==> src/rtl/rpvc_pkg.sv <==
package rpvc_pkg;

    // build constants
    localparam int CORDIC_STAGES = 16;
    localparam int FRAC_BITS     = 16;
    localparam int GUARD_BITS    = 4;

    localparam int VAL_W      = 32;
    localparam int DW         = VAL_W + GUARD_BITS + 4;   // cordic x/y width
    localparam int ZCW        = 35;                       // cordic angle width, q30
    localparam int DEG_SHIFT  = 7 + FRAC_BITS;
    localparam int ANG_SHIFT  = 30 - FRAC_BITS;
    localparam int DEG_PW     = 65;                       // degree product width
    localparam int ZW         = DEG_PW - DEG_SHIFT;       // radian angle width
    localparam int NMOD       = ZW - 32;                  // modulo 2pi steps
    localparam int GAIN_SHIFT = 24 + GUARD_BITS;
    localparam int GP_W       = DW + 25;                  // gain product width

    localparam logic signed [32:0] DEG_TO_RAD_Q37 = 33'sd2398762259;
    localparam logic signed [24:0] GAIN_Q24       = 25'sd10187995;
    localparam longint PI_Q30      = 64'sd3373259426;
    localparam longint HALF_PI_Q30 = 64'sd1686629713;
    localparam longint TWO_PI_Q30  = 64'sd6746518852;

    // form selector codes
    localparam logic [1:0] OP_RECT  = 2'd0;
    localparam logic [1:0] OP_POLAR = 2'd1;
    localparam logic [1:0] OP_BAD2  = 2'd2;
    localparam logic [1:0] OP_BAD3  = 2'd3;

    // item fields that ride along the pipeline
    typedef struct packed {
        logic [1:0]         op;
        logic signed [31:0] a;
        logic signed [31:0] b;
        logic signed [31:0] ang_pol;
    } t_side;

    typedef struct packed {
        logic signed [DW-1:0]  x;
        logic signed [DW-1:0]  y;
        logic signed [ZCW-1:0] z;
    } t_vec;

    function automatic logic signed [31:0] sat32(input logic signed [63:0] v);
        logic signed [31:0] r;
        if (v > 64'sd2147483647) begin
            r = 32'sh7fffffff;
        end else if (v < -64'sd2147483648) begin
            r = 32'sh80000000;
        end else begin
            r = v[31:0];
        end
        return r;
    endfunction

    // atan(2^-i) in q30
    function automatic logic [ZCW-1:0] atan_q30(input logic [4:0] i);
        logic [31:0] v;
        unique case (i)
            5'd0:  v = 32'h3243F6A8;
            5'd1:  v = 32'h1DAC6705;
            5'd2:  v = 32'h0FADBAFC;
            5'd3:  v = 32'h07F56EA6;
            5'd4:  v = 32'h03FEAB76;
            5'd5:  v = 32'h01FFD55B;
            5'd6:  v = 32'h00FFFAAA;
            5'd7:  v = 32'h007FFF55;
            5'd8:  v = 32'h003FFFEA;
            5'd9:  v = 32'h001FFFFD;
            5'd10: v = 32'h000FFFFF;
            5'd11: v = 32'h0007FFFF;
            5'd12: v = 32'h0003FFFF;
            5'd13: v = 32'h0001FFFF;
            5'd14: v = 32'h0000FFFF;
            5'd15: v = 32'h00007FFF;
            5'd16: v = 32'h00003FFF;
            5'd17: v = 32'h00001FFF;
            5'd18: v = 32'h00000FFF;
            5'd19: v = 32'h000007FF;
            5'd20: v = 32'h000003FF;
            5'd21: v = 32'h000001FF;
            5'd22: v = 32'h000000FF;
            5'd23: v = 32'h0000007F;
            5'd24: v = 32'h0000003F;
            5'd25: v = 32'h0000001F;
            5'd26: v = 32'h0000000F;
            5'd27: v = 32'h00000008;
            5'd28: v = 32'h00000004;
            5'd29: v = 32'h00000002;
            5'd30: v = 32'h00000001;
            5'd31: v = 32'h00000000;
        endcase
        return ZCW'(v);
    endfunction

endpackage

==> src/rtl/rpvc_post.sv <==
module rpvc_post
    import rpvc_pkg::*;
(
    input  logic         i_clk,
    input  logic         i_rst_n,
    input  logic         i_en,
    input  logic         i_vld,
    input  t_vec         i_vec,
    input  t_side        i_side,
    output logic         o_vld,
    output logic [127:0] o_data,
    output logic [1:0]   o_user
);

    localparam logic signed [GP_W-1:0] GAIN_HALF = GP_W'(64'sd1 <<< (GAIN_SHIFT - 1));
    localparam logic signed [ZCW-1:0]  ANG_HALF  = ZCW'(64'sd1 <<< (ANG_SHIFT - 1));

    logic r_v1;
    t_side r_sd1;
    logic signed [GP_W-1:0] r_px;
    logic signed [GP_W-1:0] r_py;
    logic signed [ZCW-1:0]  r_z1;

    logic         r_vld;
    logic [127:0] r_data;
    logic [1:0]   r_user;

    logic signed [GP_W-1:0] rx;
    logic signed [GP_W-1:0] ry;
    logic signed [ZCW-1:0]  zr;
    logic signed [31:0]     xo;
    logic signed [31:0]     yo;
    logic signed [31:0]     mag;
    logic signed [31:0]     ang;
    logic                   polar;
    logic                   bad;

    assign rx = (r_px + GAIN_HALF) >>> GAIN_SHIFT;
    assign ry = (r_py + GAIN_HALF) >>> GAIN_SHIFT;
    assign zr = (r_z1 + ANG_HALF) >>> ANG_SHIFT;

    always_comb begin
        xo    = '0;
        yo    = '0;
        mag   = '0;
        ang   = '0;
        polar = 1'b0;
        bad   = 1'b0;
        if (r_sd1.op == OP_RECT) begin
            xo = r_sd1.a;
            yo = r_sd1.b;
            // the zero vector has no direction
            if (r_sd1.a != '0 || r_sd1.b != '0) begin
                mag = rx[GP_W-1] ? '0 : sat32(64'(rx));
                ang = sat32(64'(zr));
            end
        end else if (r_sd1.op == OP_POLAR) begin
            xo    = sat32(64'(rx));
            yo    = sat32(64'(ry));
            mag   = r_sd1.a;
            ang   = r_sd1.ang_pol;
            polar = 1'b1;
        end else begin
            bad = 1'b1;
        end
    end

    always_ff @(posedge i_clk) begin
        if (!i_rst_n) begin
            r_v1  <= 1'b0;
            r_vld <= 1'b0;
        end else if (i_en) begin
            r_v1  <= i_vld;
            r_vld <= r_v1;
        end
    end

    always_ff @(posedge i_clk) begin
        if (i_en) begin
            r_sd1  <= i_side;
            r_px   <= GP_W'(i_vec.x) * GP_W'(GAIN_Q24);
            r_py   <= GP_W'(i_vec.y) * GP_W'(GAIN_Q24);
            r_z1   <= i_vec.z;
            r_data <= {ang, mag, yo, xo};
            r_user <= {bad, polar};
        end
    end

    assign o_vld  = r_vld;
    assign o_data = r_data;
    assign o_user = r_user;

endmodule

==> config.mk <==
export PLATFORM = sky130hd
export DESIGN_NAME = rpvc_post
export DESIGN_NICKNAME = d
export VERILOG_FILES = /design/src/rtl/rpvc_pkg.sv /design/src/rtl/rpvc_post.sv
export SDC_FILE = /design/constraint.sdc
export NUM_CORES = 2
export LEC_CHECK = 0
export ABC_AREA = 1
export BUFFER_PORTS_ARGS = -buffer_cell sky130_fd_sc_hd__buf_2
export CAP_MARGIN = 15
export CORE_MARGIN = 2
export CORE_UTILIZATION = 60
export DETAILED_ROUTE_END_ITERATION = 8
export PLACE_DENSITY = 0.87
export SYNTH_ARGS = -nofsm -noshare
export SYNTH_HDL_FRONTEND = slang
export SYNTH_SLANG_ARGS = --single-unit
==> constraint.sdc <==
create_clock -name i_clk -period 8.7 [get_ports i_clk]
set_input_delay 1.305 -clock i_clk [delete_from_list [all_inputs] [get_ports i_clk]]
set_output_delay 1.305 -clock i_clk [all_outputs]
set_load 0.01 [all_outputs]
After elaboration in Yosys (flattened, before gate mapping):

Index checks and enable logic that the tools add are counted.

* word-level logic and storage cells: 46
* latch bits: 0
* memories kept: 0
* flip-flop bits (word level): 395
* RAM bits: 0
* bits in read-only memories: 0
* input port bits: 217

* multipliers: 2
* bitwise operators: 0
* reductions and logical operators: 4
* add/sub/neg operators: 3
* equal/unequal tests: 1
* shift operators: 0
* order comparisons: 6
* div/mod/pow operators: 0
* multiplexer cells: 19

Operator list (count)
* $mux W32: 17
* $add A65 B29 Y65 const B: 2
* $mul A40 B25 Y65 const B: 2
* $gt A37 B32 Y1 const B: 2
* $lt A37 B32 Y1 const B: 2
* $reduce_bool A32 Y1: 2
* $add A35 B15 Y35 const B: 1
* $gt A21 B32 Y1 const B: 1
* $lt A21 B32 Y1 const B: 1
* $eq A2 B1 Y1 const B: 1
* $logic_not A2 Y1: 1
* $mux W1: 2
* $logic_or A1 B1 Y1: 1

Longest topological paths before layout:

* word-level depth: 7
* depth in mapped cells: 27
* gate-level depth less buffers: 27

Worst setup path before layout:

Ideal clock, no wire load.

* kind: input-to-reg
* start point: input port i_vec[112] in the netlist's numbering
* end point: register r_px[62] (data pin)
* path slack: 2241 ps
* stages on the path: 23
* arrival: 6207 ps
* setup time: 252 ps
* cell sequence: inv_1 > ha_1 > inv_1 > fa_1 > inv_1 > fa_1 > fa_1 > inv_1 > fa_1 > fa_1 > inv_1 > fa_1 > inv_1 > ha_1 > a21oi_1 > o21a_1 > o21ai_0 > a21oi_1 > nor2_1 > nor3_1 > nand2_1 > nand2_1 > nand2_1

* cells in the longest elaborated chain, start to end: 1

Ends and longest elaborated chain
* start: declaration: line rpvc_post.sv:8 `input t_vec i_vec,`
* $mul A40 B25 Y65: line rpvc_post.sv:81 `r_px <= GP_W'(i_vec.x) * GP_W'(GAIN_Q24);`
* end signal: assignment: line rpvc_post.sv:81
* end: declaration: line rpvc_post.sv:20 `logic signed [GP_W-1:0] r_px;`

Every way passes these cells.
A chain may end at the register's enable or synchronous reset.

Worst setup path in the final report:

* start point: input port i_vec[73] in the netlist's numbering
* end point: register r_py[62] (data pin)

* cells in the longest elaborated chain, start to end: 1

Ends and longest elaborated chain
* $mul A40 B25 Y65: line rpvc_post.sv:82 `r_py <= GP_W'(i_vec.y) * GP_W'(GAIN_Q24);`
* end signal: assignment: line rpvc_post.sv:82
* end: declaration: line rpvc_post.sv:21 `logic signed [GP_W-1:0] r_py;`

Every way passes these cells.

==> impl_metrics.ini <==
[run_status]
outcome = finished, final reports clean

[worst_setup_path]
worstSetupPathType = in -> reg
cp_data_required_time_ns = 8.98
signal_arrival_time_at_the_worst_endpoint_ns = 7.37
path_max_fanout = 8
critPathCaptureType = flop
critical_path.startpoint_type = input pin

[drt]
post-route-drc-count = 0
viasPerCell = 5.47
drt_iter0_drc = 3862
routed_wl_mm = 158
route.antenna.remaining_nets = 0
wl_per_instance_um = 20.6
via_count = 41877
detail_route.first_pass.iterations = 6

[clocking]
hold_buffers = 0
cts_inserted_buffers = 34
ctsResizeCount = 0
numClockSinks = 328
cts_max_path_buffers = 3
clock_tree_from_tritoncts = built
clk_pin_slew_ns = 0.06
root_buffer = clkbuf_16
insertion_delay_ns = 0.53
htreeDepth = 2
cts_setup_buffers = 0

[synthesis]
seq_total_area_yosys_pct = 17.5
netlist-cell-type-count = 51
yosys_register_bits = 328
synthesis.yosys.warnings = 0
post_synth.cell_area_avg_sq_um = 9.28
netlist_area_sq_um = 56000
synth_ff_type = edfxtp_1
mappedNetlistNets = 7894
async_reset_ff_share_pct = 0
number_of_synthesized_flops_with_an_enable_pin = 326
postSynthCellCount = 6034

[finish]
finalNetCount = 8232
post_route_cells_drive_above_1_share_pct = 7.21
reg_area_sq_um = 9830
postLayoutCellArea_sq_um = 60300
multi_input_area_sq_um = 39600
fillCellCount = 7422
area_delta_synth_final_pct = 7.58

[placed_design]
place_hpwl_mm = 139
placement.io_buffers = 334
gp_congestion = 1.03
dp_worst_setup_slack_ns = 1.26
place_area_sq_um = 59100

[floorplan]
die_h_um = 310
start_util_pct = 60.3
die_width_um = 310
core_region_area_sq_um = 92900
pin_count = 348
dieArea_sq_um = 95800
core.rowCount = 112

[sta]
finalMaxSlewViolations = 0
final_critical_path_setup_slack_ns = 1.61
worst_slew_margin_rel_pct = 25.2
fin_crit_sh_pct = 81.5
worst_pin_slew_ns = 1.12
finalSetupViolations = 0
finalClockSkew_ns = 0.0178
timing_hold_violations_final = 0
grt_setup_unrepaired = no
setup_tns_final_ns = 0
fmax_ghz = 0.141
fin_crit_ns = 7.09

[global_route]
grt_start_max_net_pins = 174
globalRoute.totalOverflow = 0
first_global_vias = 44536
grt_first_pass_wirelength_mm = 247
number_of_antenna_violations_at_the_first_check_in_global_routing = 5
grt.total_usage_pct = 33.7

[run]
max_cap_viol_count = 0

[worst_hold_path]
worst_hold_path_type = reg -> reg
flip-flops by register name (all words and copies together), names as in the netlist:
name	cells
o_data	128
o_user	2
o_vld	1
r_px	38
r_py	38
r_sd1	98
r_v1	1
r_z1	22
stage by stage:
step,instances,util (%),hold WS (ns)
finish,7653,64.9,0.485
CTS,7650,64.9,0.486
global placement,7590,63.7,0.464
floorplan,6034,-,0.448
global route,7650,64.9,0.505
detailed placement,7590,63.7,0.476
critical path, cell delays in order:
cell and delay (ns):
buf_2 0.24, inv_1 0.17, ha_1 0.42, inv_1 0.21
fa_1 0.47, fa_1 0.56, fa_1 0.43, fa_1 0.51
fa_1 0.44, fa_1 0.51, ha_1 0.40, a21o_1 0.24
a21oi_1 0.34, o21ai_0 0.14, a21oi_1 0.28, o21ai_0 0.17
a21oi_1 0.33, nand2_1 0.09, nand2_1 0.07, nand2_1 0.04
cell families (layout without fill, tap and decap cells):
group                    Yosys count  count (layout)  synth area share (%)
AO/OA/AOI/OAI                    476             476                  4.78
XOR/XNOR                         211             211                  3.33
adder cells (fa/ha/maj)         1643            1643                  50.0
buffers and inverters           1744            2106                  11.8
flip-flops                       328             328                  17.5
multiplexers                       3               3                0.0536
other                              0               3                     0
AND/OR/NAND/NOR                 1629            1629                  12.5
routing by layer:
metal	track usage, %	up-vias	wire length (um)
met5	0	-	46
met4	10.0	6	5490
met3	5.95	380	14100
met2	55.9	1951	73800
met1	45.7	20503	64100
li1	-	19037	-
Yosys cell counts (40+ instances only):
| master | instances | share of area, % |
|---|---|---|
| ha_1 | 651 | 15 |
| fa_1 | 992 | 35 |
| nor3_1 | 46 | 0.41 |
| nor2_1 | 378 | 2.5 |
| o21ai_0 | 155 | 1.4 |
| a21oi_1 | 195 | 1.7 |
| xor2_1 | 140 | 2.2 |
| nand3_1 | 164 | 1.5 |
| nand2_1 | 881 | 5.9 |
| edfxtp_1 | 326 | 17 |
| nand4_1 | 40 | 0.45 |
| inv_1 | 1701 | 11 |
| xnor2_1 | 70 | 1.1 |
placed cells by master, fill, tap and decap left out, types with 37 or more instances in the layout:
cell,count
xor2_1,140
nor3_1,46
o21ai_0,155
o21bai_1,37
nand3_1,164
inv_1,1701
fa_1,992
a21o_1,37
ha_1,651
edfxtp_1,326
a21oi_1,195
nor2_1,375
buf_2,333
nand4_1,40
nand2_1,881
xnor2_1,70
final timing paths:
kind	startpoint	endpoint	slack [ns]	cells past startpoint
worst max register to register	r_sd1[97]$_DFFE_PP_	o_data[78]$_DFFE_PP_	5.27	7
worst min-delay path	r_v1$_SDFFE_PN0P_	o_vld$_SDFFE_PN0P_	0.49	2
worst max-delay path	i_vec[73]	r_py[62]$_DFFE_PP_	1.61	20
worst min register to register	r_v1$_SDFFE_PN0P_	o_vld$_SDFFE_PN0P_	0.49	2
layout make-up:
class	instances	area share [%]
timing repair buffer	344	2.94
sequential	328	16.3
clock buffer	38	1.47
tap	1254	2.60
inverter	1702	10.6
multi-input combinational	3962	65.7
antenna	3	0.0125
clock inverter	22	0.378
Power is not shown: default switching activity piles up to over one toggle a cycle in this logic, so the estimate is an artifact.
