**config.mk**
```make
export PLATFORM = sky130hd
export DESIGN_NAME = rpvc_prep
export DESIGN_NICKNAME = d
export VERILOG_FILES = /design/src/rtl/rpvc_pkg.sv /design/src/rtl/rpvc_prep.sv
export SDC_FILE = /design/constraint.sdc
export NUM_CORES = 2
export LEC_CHECK = 0
export BUFFER_PORTS_ARGS = -buffer_cell sky130_fd_sc_hd__clkbuf_2
export CAP_MARGIN = 20
export CORE_ASPECT_RATIO = 1.25
export CORE_MARGIN = 4
export CORE_UTILIZATION = 55
export CTS_CLUSTER_SIZE = 30
export DETAILED_ROUTE_END_ITERATION = 10
export PLACE_DENSITY = 0.72
export SYNTH_ARGS = -nofsm -noshare
export SYNTH_HDL_FRONTEND = slang
export SYNTH_SLANG_ARGS = --single-unit
```
**constraint.sdc**
```tcl
create_clock -name i_clk -period 9.8 [get_ports i_clk]
set_clock_uncertainty 0.1 [all_clocks]
set_input_delay 0.98 -clock i_clk [delete_from_list [all_inputs] [get_ports i_clk]]
set_output_delay 0.98 -clock i_clk [all_outputs]
set_load 0.05 [all_outputs]
```
**src/rtl/rpvc_pkg.sv**
```systemverilog
package rpvc_pkg;

    // build constants
    localparam int CORDIC_STAGES = 16;
    localparam int FRAC_BITS     = 16;
    localparam int GUARD_BITS    = 4;

    localparam int VAL_W      = 32;
    localparam int DW         = VAL_W + GUARD_BITS + 4;   // cordic x/y width
    localparam int ZCW        = 35;                       // cordic angle width, q30
    localparam int DEG_SHIFT  = 7 + FRAC_BITS;
    localparam int ANG_SHIFT  = 30 - FRAC_BITS;
    localparam int DEG_PW     = 65;                       // degree product width
    localparam int ZW         = DEG_PW - DEG_SHIFT;       // radian angle width
    localparam int NMOD       = ZW - 32;                  // modulo 2pi steps
    localparam int GAIN_SHIFT = 24 + GUARD_BITS;
    localparam int GP_W       = DW + 25;                  // gain product width

    localparam logic signed [32:0] DEG_TO_RAD_Q37 = 33'sd2398762259;
    localparam logic signed [24:0] GAIN_Q24       = 25'sd10187995;
    localparam longint PI_Q30      = 64'sd3373259426;
    localparam longint HALF_PI_Q30 = 64'sd1686629713;
    localparam longint TWO_PI_Q30  = 64'sd6746518852;

    // form selector codes
    localparam logic [1:0] OP_RECT  = 2'd0;
    localparam logic [1:0] OP_POLAR = 2'd1;
    localparam logic [1:0] OP_BAD2  = 2'd2;
    localparam logic [1:0] OP_BAD3  = 2'd3;

    // item fields that ride along the pipeline
    typedef struct packed {
        logic [1:0]         op;
        logic signed [31:0] a;
        logic signed [31:0] b;
        logic signed [31:0] ang_pol;
    } t_side;

    typedef struct packed {
        logic signed [DW-1:0]  x;
        logic signed [DW-1:0]  y;
        logic signed [ZCW-1:0] z;
    } t_vec;

    function automatic logic signed [31:0] sat32(input logic signed [63:0] v);
        logic signed [31:0] r;
        if (v > 64'sd2147483647) begin
            r = 32'sh7fffffff;
        end else if (v < -64'sd2147483648) begin
            r = 32'sh80000000;
        end else begin
            r = v[31:0];
        end
        return r;
    endfunction

    // atan(2^-i) in q30
    function automatic logic [ZCW-1:0] atan_q30(input logic [4:0] i);
        logic [31:0] v;
        unique case (i)
            5'd0:  v = 32'h3243F6A8;
            5'd1:  v = 32'h1DAC6705;
            5'd2:  v = 32'h0FADBAFC;
            5'd3:  v = 32'h07F56EA6;
            5'd4:  v = 32'h03FEAB76;
            5'd5:  v = 32'h01FFD55B;
            5'd6:  v = 32'h00FFFAAA;
            5'd7:  v = 32'h007FFF55;
            5'd8:  v = 32'h003FFFEA;
            5'd9:  v = 32'h001FFFFD;
            5'd10: v = 32'h000FFFFF;
            5'd11: v = 32'h0007FFFF;
            5'd12: v = 32'h0003FFFF;
            5'd13: v = 32'h0001FFFF;
            5'd14: v = 32'h0000FFFF;
            5'd15: v = 32'h00007FFF;
            5'd16: v = 32'h00003FFF;
            5'd17: v = 32'h00001FFF;
            5'd18: v = 32'h00000FFF;
            5'd19: v = 32'h000007FF;
            5'd20: v = 32'h000003FF;
            5'd21: v = 32'h000001FF;
            5'd22: v = 32'h000000FF;
            5'd23: v = 32'h0000007F;
            5'd24: v = 32'h0000003F;
            5'd25: v = 32'h0000001F;
            5'd26: v = 32'h0000000F;
            5'd27: v = 32'h00000008;
            5'd28: v = 32'h00000004;
            5'd29: v = 32'h00000002;
            5'd30: v = 32'h00000001;
            5'd31: v = 32'h00000000;
        endcase
        return ZCW'(v);
    endfunction

endpackage

```
**src/rtl/rpvc_prep.sv**
```systemverilog
module rpvc_prep
    import rpvc_pkg::*;
(
    input  logic        i_clk,
    input  logic        i_rst_n,
    input  logic        i_en,
    input  logic        i_vld,
    input  logic [1:0]  i_op,
    input  logic [31:0] i_a,
    input  logic [31:0] i_b,
    output logic        o_vld,
    output t_vec        o_vec,
    output t_side       o_side
);

    localparam logic signed [DEG_PW-1:0] DEG_HALF = DEG_PW'(64'sd1 <<< (DEG_SHIFT - 1));
    localparam logic signed [ZW-1:0]     ANG_HALF = ZW'(64'sd1 <<< (ANG_SHIFT - 1));
    localparam logic [ZW:0]              TWO_PI_U = (ZW + 1)'(TWO_PI_Q30);
    localparam logic [ZW:0]              PI_U     = (ZW + 1)'(PI_Q30);
    localparam logic signed [ZCW-1:0]    HALF_S   = ZCW'(HALF_PI_Q30);
    localparam logic signed [ZCW-1:0]    TWO_S    = ZCW'(TWO_PI_Q30);

    // input register
    logic r_v0;
    t_side r_sd0;
    // degree product
    logic r_v1;
    t_side r_sd1;
    logic signed [DEG_PW-1:0] r_prod;
    // q30 angle
    logic r_v2;
    t_side r_sd2;
    logic signed [ZW-1:0] r_zr;
    // magnitude and sign of angle
    logic r_v3;
    t_side r_sd3;
    logic [ZW:0] r_u3;
    logic r_neg3;
    // modulo chain
    logic        r_mv   [NMOD];
    t_side       r_msd  [NMOD];
    logic [ZW:0] r_mu   [NMOD];
    logic        r_mneg [NMOD];
    // reduced angle
    logic r_v4;
    t_side r_sd4;
    logic signed [ZCW-1:0] r_z4;
    // start vector
    logic r_v5;
    t_side r_sd5;
    t_vec r_vec5;

    logic signed [DEG_PW-1:0] n_prod;
    logic signed [ZW-1:0]     n_zr;
    logic signed [ZW-1:0]     n_ang;
    logic [ZW:0]              n_u3;
    t_side                    n_sd3;
    logic [ZW:0]              u_last;
    logic signed [ZCW-1:0]    n_z4;
    t_vec                     n_vec5;
    logic signed [DW-1:0]     ag;
    logic signed [DW-1:0]     bg;

    assign n_prod = DEG_PW'(r_sd0.b) * DEG_PW'(DEG_TO_RAD_Q37);
    assign n_zr   = ZW'((r_prod + DEG_HALF) >>> DEG_SHIFT);
    assign n_ang  = (r_zr + ANG_HALF) >>> ANG_SHIFT;
    assign n_u3   = r_zr[ZW-1] ? (ZW + 1)'(-(ZW + 1)'(r_zr)) : (ZW + 1)'(r_zr);

    // polar angle output rides along with the item
    always_comb begin
        n_sd3         = r_sd2;
        n_sd3.ang_pol = sat32(64'(n_ang));
    end

    always_ff @(posedge i_clk) begin
        if (!i_rst_n) begin
            r_v0 <= 1'b0;
            r_v1 <= 1'b0;
            r_v2 <= 1'b0;
            r_v3 <= 1'b0;
        end else if (i_en) begin
            r_v0 <= i_vld;
            r_v1 <= r_v0;
            r_v2 <= r_v1;
            r_v3 <= r_v2;
        end
    end

    always_ff @(posedge i_clk) begin
        if (i_en) begin
            r_sd0.op      <= i_op;
            r_sd0.a       <= i_a;
            r_sd0.b       <= i_b;
            r_sd0.ang_pol <= '0;
            r_sd1         <= r_sd0;
            r_prod        <= n_prod;
            r_sd2         <= r_sd1;
            r_zr          <= n_zr;
            r_sd3         <= n_sd3;
            r_u3          <= n_u3;
            r_neg3        <= r_zr[ZW-1];
        end
    end

    // restoring reduction of |angle| by 2pi, one quotient bit per stage
    for (genvar j = 0; j < NMOD; j++) begin : g_mod
        logic [ZW:0] u_in;
        logic [ZW:0] c;
        logic        v_in;
        t_side       sd_in;
        logic        neg_in;
        if (j == 0) begin : g_first
            assign u_in   = r_u3;
            assign v_in   = r_v3;
            assign sd_in  = r_sd3;
            assign neg_in = r_neg3;
        end else begin : g_next
            assign u_in   = r_mu[j-1];
            assign v_in   = r_mv[j-1];
            assign sd_in  = r_msd[j-1];
            assign neg_in = r_mneg[j-1];
        end
        assign c = TWO_PI_U << (NMOD - 1 - j);

        always_ff @(posedge i_clk) begin
            if (!i_rst_n) begin
                r_mv[j] <= 1'b0;
            end else if (i_en) begin
                r_mv[j] <= v_in;
            end
        end

        always_ff @(posedge i_clk) begin
            if (i_en) begin
                r_msd[j]  <= sd_in;
                r_mneg[j] <= neg_in;
                r_mu[j]   <= (u_in >= c) ? u_in - c : u_in;
            end
        end
    end

    assign u_last = r_mu[NMOD-1];

    // fold into (-pi, pi]
    always_comb begin
        if (r_mneg[NMOD-1]) begin
            n_z4 = (u_last < PI_U) ? -ZCW'(u_last) : TWO_S - ZCW'(u_last);
        end else begin
            n_z4 = (u_last > PI_U) ? ZCW'(u_last) - TWO_S : ZCW'(u_last);
        end
    end

    assign ag = DW'(r_sd4.a) <<< GUARD_BITS;
    assign bg = DW'(r_sd4.b) <<< GUARD_BITS;

    // quarter turn so the cordic works inside +-pi/2
    always_comb begin
        n_vec5.x = ag;
        n_vec5.y = bg;
        n_vec5.z = '0;
        if (r_sd4.op == OP_POLAR) begin
            n_vec5.y = '0;
            n_vec5.z = r_z4;
            if (r_z4 > HALF_S) begin
                n_vec5.x = '0;
                n_vec5.y = ag;
                n_vec5.z = r_z4 - HALF_S;
            end else if (r_z4 < -HALF_S) begin
                n_vec5.x = '0;
                n_vec5.y = -ag;
                n_vec5.z = r_z4 + HALF_S;
            end
        end else if (r_sd4.a[31]) begin
            if (!r_sd4.b[31]) begin
                n_vec5.x = bg;
                n_vec5.y = -ag;
                n_vec5.z = HALF_S;
            end else begin
                n_vec5.x = -bg;
                n_vec5.y = ag;
                n_vec5.z = -HALF_S;
            end
        end
    end

    always_ff @(posedge i_clk) begin
        if (!i_rst_n) begin
            r_v4 <= 1'b0;
            r_v5 <= 1'b0;
        end else if (i_en) begin
            r_v4 <= r_mv[NMOD-1];
            r_v5 <= r_v4;
        end
    end

    always_ff @(posedge i_clk) begin
        if (i_en) begin
            r_sd4  <= r_msd[NMOD-1];
            r_z4   <= n_z4;
            r_sd5  <= r_sd4;
            r_vec5 <= n_vec5;
        end
    end

    assign o_vld  = r_v5;
    assign o_vec  = r_vec5;
    assign o_side = r_sd5;

endmodule

```
# --- After elaboration in Yosys (flattened, before gate mapping) ---
# Memories as Yosys holds them, arrays and structs flattened. A register that Yosys moved wholly into a read port is not among the register bits.
# Cells that the tools add are included.
word_totals:
  regBits: 700
  latchBits: 0
  ram_bits: 1430
  romBits: 0
  input_bits: 70
  out_inout_bits: 214
  wordCells: 119
  n_memories: 4
classes:
  n_addsub: 20
  multipliers: 1
  div_mod_pow: 0
  n_lt_le_gt_ge: 16
  eq_ne: 1
  n_shift: 0
  mux: 35
  bitwise_logic: 10
  reduce_logical: 1
mem_list:
  columns: ["memory", "depth", "word_bits", "read_ports", "rd_ports_with_merged_regs", "wr", "line", "source"]
  rows:
  - ["r_msd", 10, 98, 10, 1, 10, "rpvc_prep.sv:41", "t_side r_msd [NMOD];"]
  - ["r_mu", 10, 43, 10, 0, 10, "rpvc_prep.sv:42", "logic [ZW:0] r_mu [NMOD];"]
  - ["r_mneg", 10, 1, 10, 0, 10, "rpvc_prep.sv:43", "logic r_mneg [NMOD];"]
  - ["r_mv", 10, 1, 10, 1, 10, "rpvc_prep.sv:40", "logic r_mv [NMOD];"]
op_table:
  columns: ["op", "count"]
  rows:
  - ["$mux W115", 5]
  - ["$mux W43", 10]
  - ["$mux W35", 3]
  - ["$neg A36 Y40", 2]
  - ["$add A65 B24 Y65 const B", 1]
  - ["$mul A32 B33 Y65 const B", 1]
  - ["$ge A43 B33 Y1 const B", 1]
  - ["$ge A43 B34 Y1 const B", 1]
  - ["$ge A43 B35 Y1 const B", 1]
  - ["$ge A43 B36 Y1 const B", 1]
  - ["$ge A43 B37 Y1 const B", 1]
  - ["$ge A43 B38 Y1 const B", 1]
  - ["$ge A43 B39 Y1 const B", 1]
  - ["$ge A43 B40 Y1 const B", 1]
  - ["$ge A43 B41 Y1 const B", 1]
  - ["$ge A43 B42 Y1 const B", 1]
  - ["$gt A43 B32 Y1 const B", 1]
  - ["$lt A43 B32 Y1 const B", 1]
  - ["$neg A42 Y43", 1]
  - ["$sub A43 B33 Y43 const B", 1]
  - ["$sub A43 B34 Y43 const B", 1]
  - ["$sub A43 B35 Y43 const B", 1]
  - ["$sub A43 B36 Y43 const B", 1]
  - ["$sub A43 B37 Y43 const B", 1]
  - ["other kinds (21)", 44]

# --- Depth between registers and ports, before layout ---
logic_depth:
  depth_word: 4
  mapped_depth: 25
  mapped_depth_nobuf: 25

# --- Least setup slack after synthesis ---
# Ideal clock, no wire load.
synth_path:
  path_type: "reg-to-reg"
  start: "reg r_sd0[44] in the netlist's numbering"
  end: "reg r_prod[59] (data pin)"
  setup_time_ns: 0.269
  arrival_time_ns: 6.996
  required_time_ns: 9.431
  setup_slack_ns: 2.435
  path_stages_with_launch: 23
  path_buffers: 0
  synth_period_minus_slack_ns: 7.365
  cell_sequence: "edfxtp_1 fa_1 inv_1 fa_1 fa_1 fa_1 inv_1 fa_1 fa_1 fa_1 inv_1 fa_1 inv_1 ha_1 a21oi_1 o21ai_0 a221oi_1 o221ai_1 a21o_1 a31o_2 a21oi_1 o31ai_1 xor2_1"
synth_between:
  elab_chain_len: 1
synth_lines:
  columns: ["item", "line", "source"]
  rows:
  - ["start: declaration", "rpvc_prep.sv:25", "t_side r_sd0;"]
  - ["$mul A32 B33 Y65", "rpvc_prep.sv:64", "assign n_prod = DEG_PW'(r_sd0.b) * DEG_PW'(DEG_TO_RAD_Q37);"]
  - ["via n_prod[59]", "rpvc_prep.sv:53", "logic signed [DEG_PW-1:0] n_prod;"]
  - ["end signal: assignment", "rpvc_prep.sv:96", "r_prod <= n_prod;"]
  - ["end: declaration", "rpvc_prep.sv:29", "logic signed [DEG_PW-1:0] r_prod;"]
# The timed path passes the listed nets, and every way through them passes these cells.
# A chain may end at the register's enable or synchronous reset.

# --- Worst setup path after layout ---
layout_path:
  start: "reg r_sd0[44] in the netlist's numbering"
  end: "reg r_prod[51] (data pin)"
# The elaborated chain is that of the path after synthesis.

==> impl_metrics.csv <==
group,metric,value,unit
synthesis,syn-cell-area,0.0997,mm2
routing,dr.pass1.iters,9,
routing,wl_per_cell,21.8,um
cts,cts_tree,"yes",
floorplanning,die_y,484,um
synthesis,synthTopCellsByArea,"edfxtp_1 65%, fa_1 7.5%, ha_1 5.7%, xnor2_1 2.9%, xor2_1 2.5%",
critical_path,crit_path_start,"r_sd0[44]$_DFFE_PP_",
grt,antenna_found_initial,4,
synthesis,synthArstFlopShare,0,%
sta,maxSlewViolCount,0,
hold_path,hold_class,"primary input to flop",
sta,worstMarginPinSlew,1300,ps
place,dp_hpwl,155000,um
grt,track_usage,22.4,%
critical_path,worst_ep_arrival_time,8880,ps
sta,finalCritPeriodShare,86.2,%
cts,ctsHoldBuffers,0,
sta,holdWs,219,ps
critical_path,cp_max_fo,12,
run_status,status,"completed",
layout,design_area,0.110,mm2
critical_path,path_class,"flop to flop",
sta,fin_setup_tns,0,ps
layout,layout_common_cells,"2,153 x edfxtp_1, 669 x inv_1, 452 x ha_1, 373 x fa_1, 340 x nand2_1",
routing,ant_nets,0,
critical_path,cp-start-kind,"flop",
synthesis,synth_cell_types,86,
cts,numCtsBuffers,199,
place,portBuffers,275,
sta,setup-violations-final,0,
cts,cts_root_buf,"clkbuf_16",
layout,syn_to_final_growth,10.7,%
cts,clockBufferDepth,3,
floorplanning,ios,284,
grt,grt_pass1_wl,323000,um
layout,stdcell_count,9671,
routing,drcViolationCount,0,
cts,cts_sinks,2160,
cts,clk_latency,840,ps
place,placed_area,0.104,mm2
critical_path,crit_path_end_kind,"flop",
synthesis,synth_edf_count,2153,
critical_path,crit_top_cell,"fa_1",
layout,fin_nets,8025,
sta,maxSlewHeadroom,12.2,%
synthesis,syn_avg_cell_area,14.7,um2
sta,fin_crit,8440,ps
routing,drt_iter0_markers,3560,
synthesis,synthFlopType,"edfxtp_1",
routing,vias,53733,
critical_path,cp_slowest_cell,"fa_1",
synthesis,ys_seq_area_share,65.0,%
place,gp_congestion,0.987,
sta,max_freq,0.118,GHz
floorplanning,start_util,55.4,%
synthesis,synth_top_cell_by_area,"edfxtp_1",
floorplanning,die_w,389,um
run,drv_cap,0,
synthesis,yosysTopAreaCellShare,64.8,%
critical_path,critPathMaxStageDelay,730,ps
floorplanning,rows,174,
sta,hold_viol,0,
cts,clk_pin_slew,70,ps
synthesis,ys_ff_latch,2160,
grt,grt_start_max_net_pins,203,
layout,layout_commonest_cell,"edfxtp_1",
grt,grt_overflow,0,
critical_path,timing.rr.start,"r_sd0[44]$_DFFE_PP_",
critical_path,crit_path_cell_trace,"fa_1 -> inv_1 -> fa_1 -> fa_1 -> fa_1 -> inv_1 -> fa_1 -> fa_1 -> fa_1 -> inv_1 -> fa_1 -> inv_1 -> ha_1 -> a21oi_1 -> o21ai_0 -> a221oi_1 -> o221ai_1 -> a21o_1 -> a31o_2 -> a21oi_1 -> o21bai_1 -> xor2_1",
place,dp.cells,9305,
floorplanning,core,0.180,mm2
hold_path,min_from,"i_a[20]",
grt,grt_pass1_vias,55098,
cts,ctsResizeCount,0,
routing,drt_wl_total,211000,um
critical_path,critPathTopFamily,"adder cells",
synthesis,ys_warn_count,0,
floorplanning,dieArea,0.188,mm2
synthesis,synthCells,6780,
layout,drive_gt1_share,9.36,%
cts,htree_levels,4,
critical_path,critPathBufInv,4,
routing,avgViaCountPerCell,5.56,
critical_path,required,10230,ps
sta,rsz0062_at_grt,"no",
cts,cts_setup_buffers,0,
-- Yosys cell counts (12+ instances only) --
master / instances
a21oi_1: 217
fa_1: 373
clkbuf_1: 155
nor4_1: 81
o31ai_1: 31
or3_1: 54
nor2_1: 314
and2_1: 25
mux2i_1: 15
or2_2: 37
xnor2_1: 331
nand2b_1: 31
a21boi_0: 13
nor2b_1: 30
a211oi_1: 30
nand2_1: 340
o21a_1: 46
o41a_1: 12
a21o_1: 90
or4_1: 23
nand3_1: 122
o41ai_1: 20
o21bai_1: 26
o21ai_0: 256
a31oi_1: 33
nor4b_1: 18
o211ai_1: 20
nand3b_1: 15
inv_1: 669
nand4_1: 47
ha_1: 452
and3_1: 55
xor2_1: 289
nor3b_1: 21
nor3_1: 138
edfxtp_1: 2153
-- per-stage QoR --
stage	util [%]	setup WS, ps
after floorplan	-	2440
after global placement	57.7	1510
after detailed placement	57.7	1420
after CTS	61.3	1340
after global routing	61.3	901
final	61.3	1360
-- cells by family after synthesis --
family / count (synthesis) / share of synthesized area (%)
xor+xnor: 620 / 5.45
buf+inv: 841 / 3.22
simple gates: 1402 / 7.11
flops: 2160 / 65.0
mux: 19 / 0.196
other cells: 1 / 0.00376
fa+ha+maj: 825 / 13.2
compound gates: 912 / 5.89
-- sequential cells by signal, indices dropped and copies added (netlist names), 31 cells and up --
| register | flops |
|---|---|
| n_sd3 | 66 |
| r_prod | 43 |
| r_mu | 430 |
| g_mod.sd_in | 95 |
| o_side | 95 |
| bg | 32 |
| r_zr | 42 |
| ag | 32 |
| o_vec | 107 |
| r_sd4 | 31 |
| r_sd0 | 66 |
| r_z4 | 35 |
| g_mod.u_in | 43 |
| r_msd | 950 |
| r_sd1 | 66 |
-- per-layer routing --
metal	part of all wire (%)	GRT usage, %	wire (um)	up-vias
li1	-	-	-	25239
met1	38	26.4	79700	26485
met2	53	40.7	111000	1537
met3	4.4	3.13	9180	472
met4	4.9	10.3	10300	0
met5	0	0	0	-
-- final cells by class --
cell class,instances,area (um2)
diodes,1,2.50
clock buffers,235,5140
clock inverters,130,1390
fillers,13346,69700
inverters,669,2510
multi-input cells,3787,31800
flip-flops and latches,2160,64800
well taps,2376,2970
repair buffers,313,1760
-- worst reg2reg max path, delay by kind of cell, from the launching register on --
kind,cells,cell delay (ps)
adder cells (fa/ha/maj),9,4760
AO/OA/AOI/OAI,8,2160
flip-flops,1,700
buffers and inverters,4,230
XOR/XNOR,1,180
-- path summary, 6_finish.rpt --
path	slack [ps]	end	cells after the start
min	220	r_sd0[84]$_DFFE_PP_	1
min reg2reg	290	r_msd[5][52]$_DFFE_PP_	0
max	1360	r_prod[51]$_DFFE_PP_	22
max reg2reg	1360	r_prod[51]$_DFFE_PP_	22
Power is not shown: default switching activity piles up to over one toggle a cycle in this logic, so the estimate is an artifact.
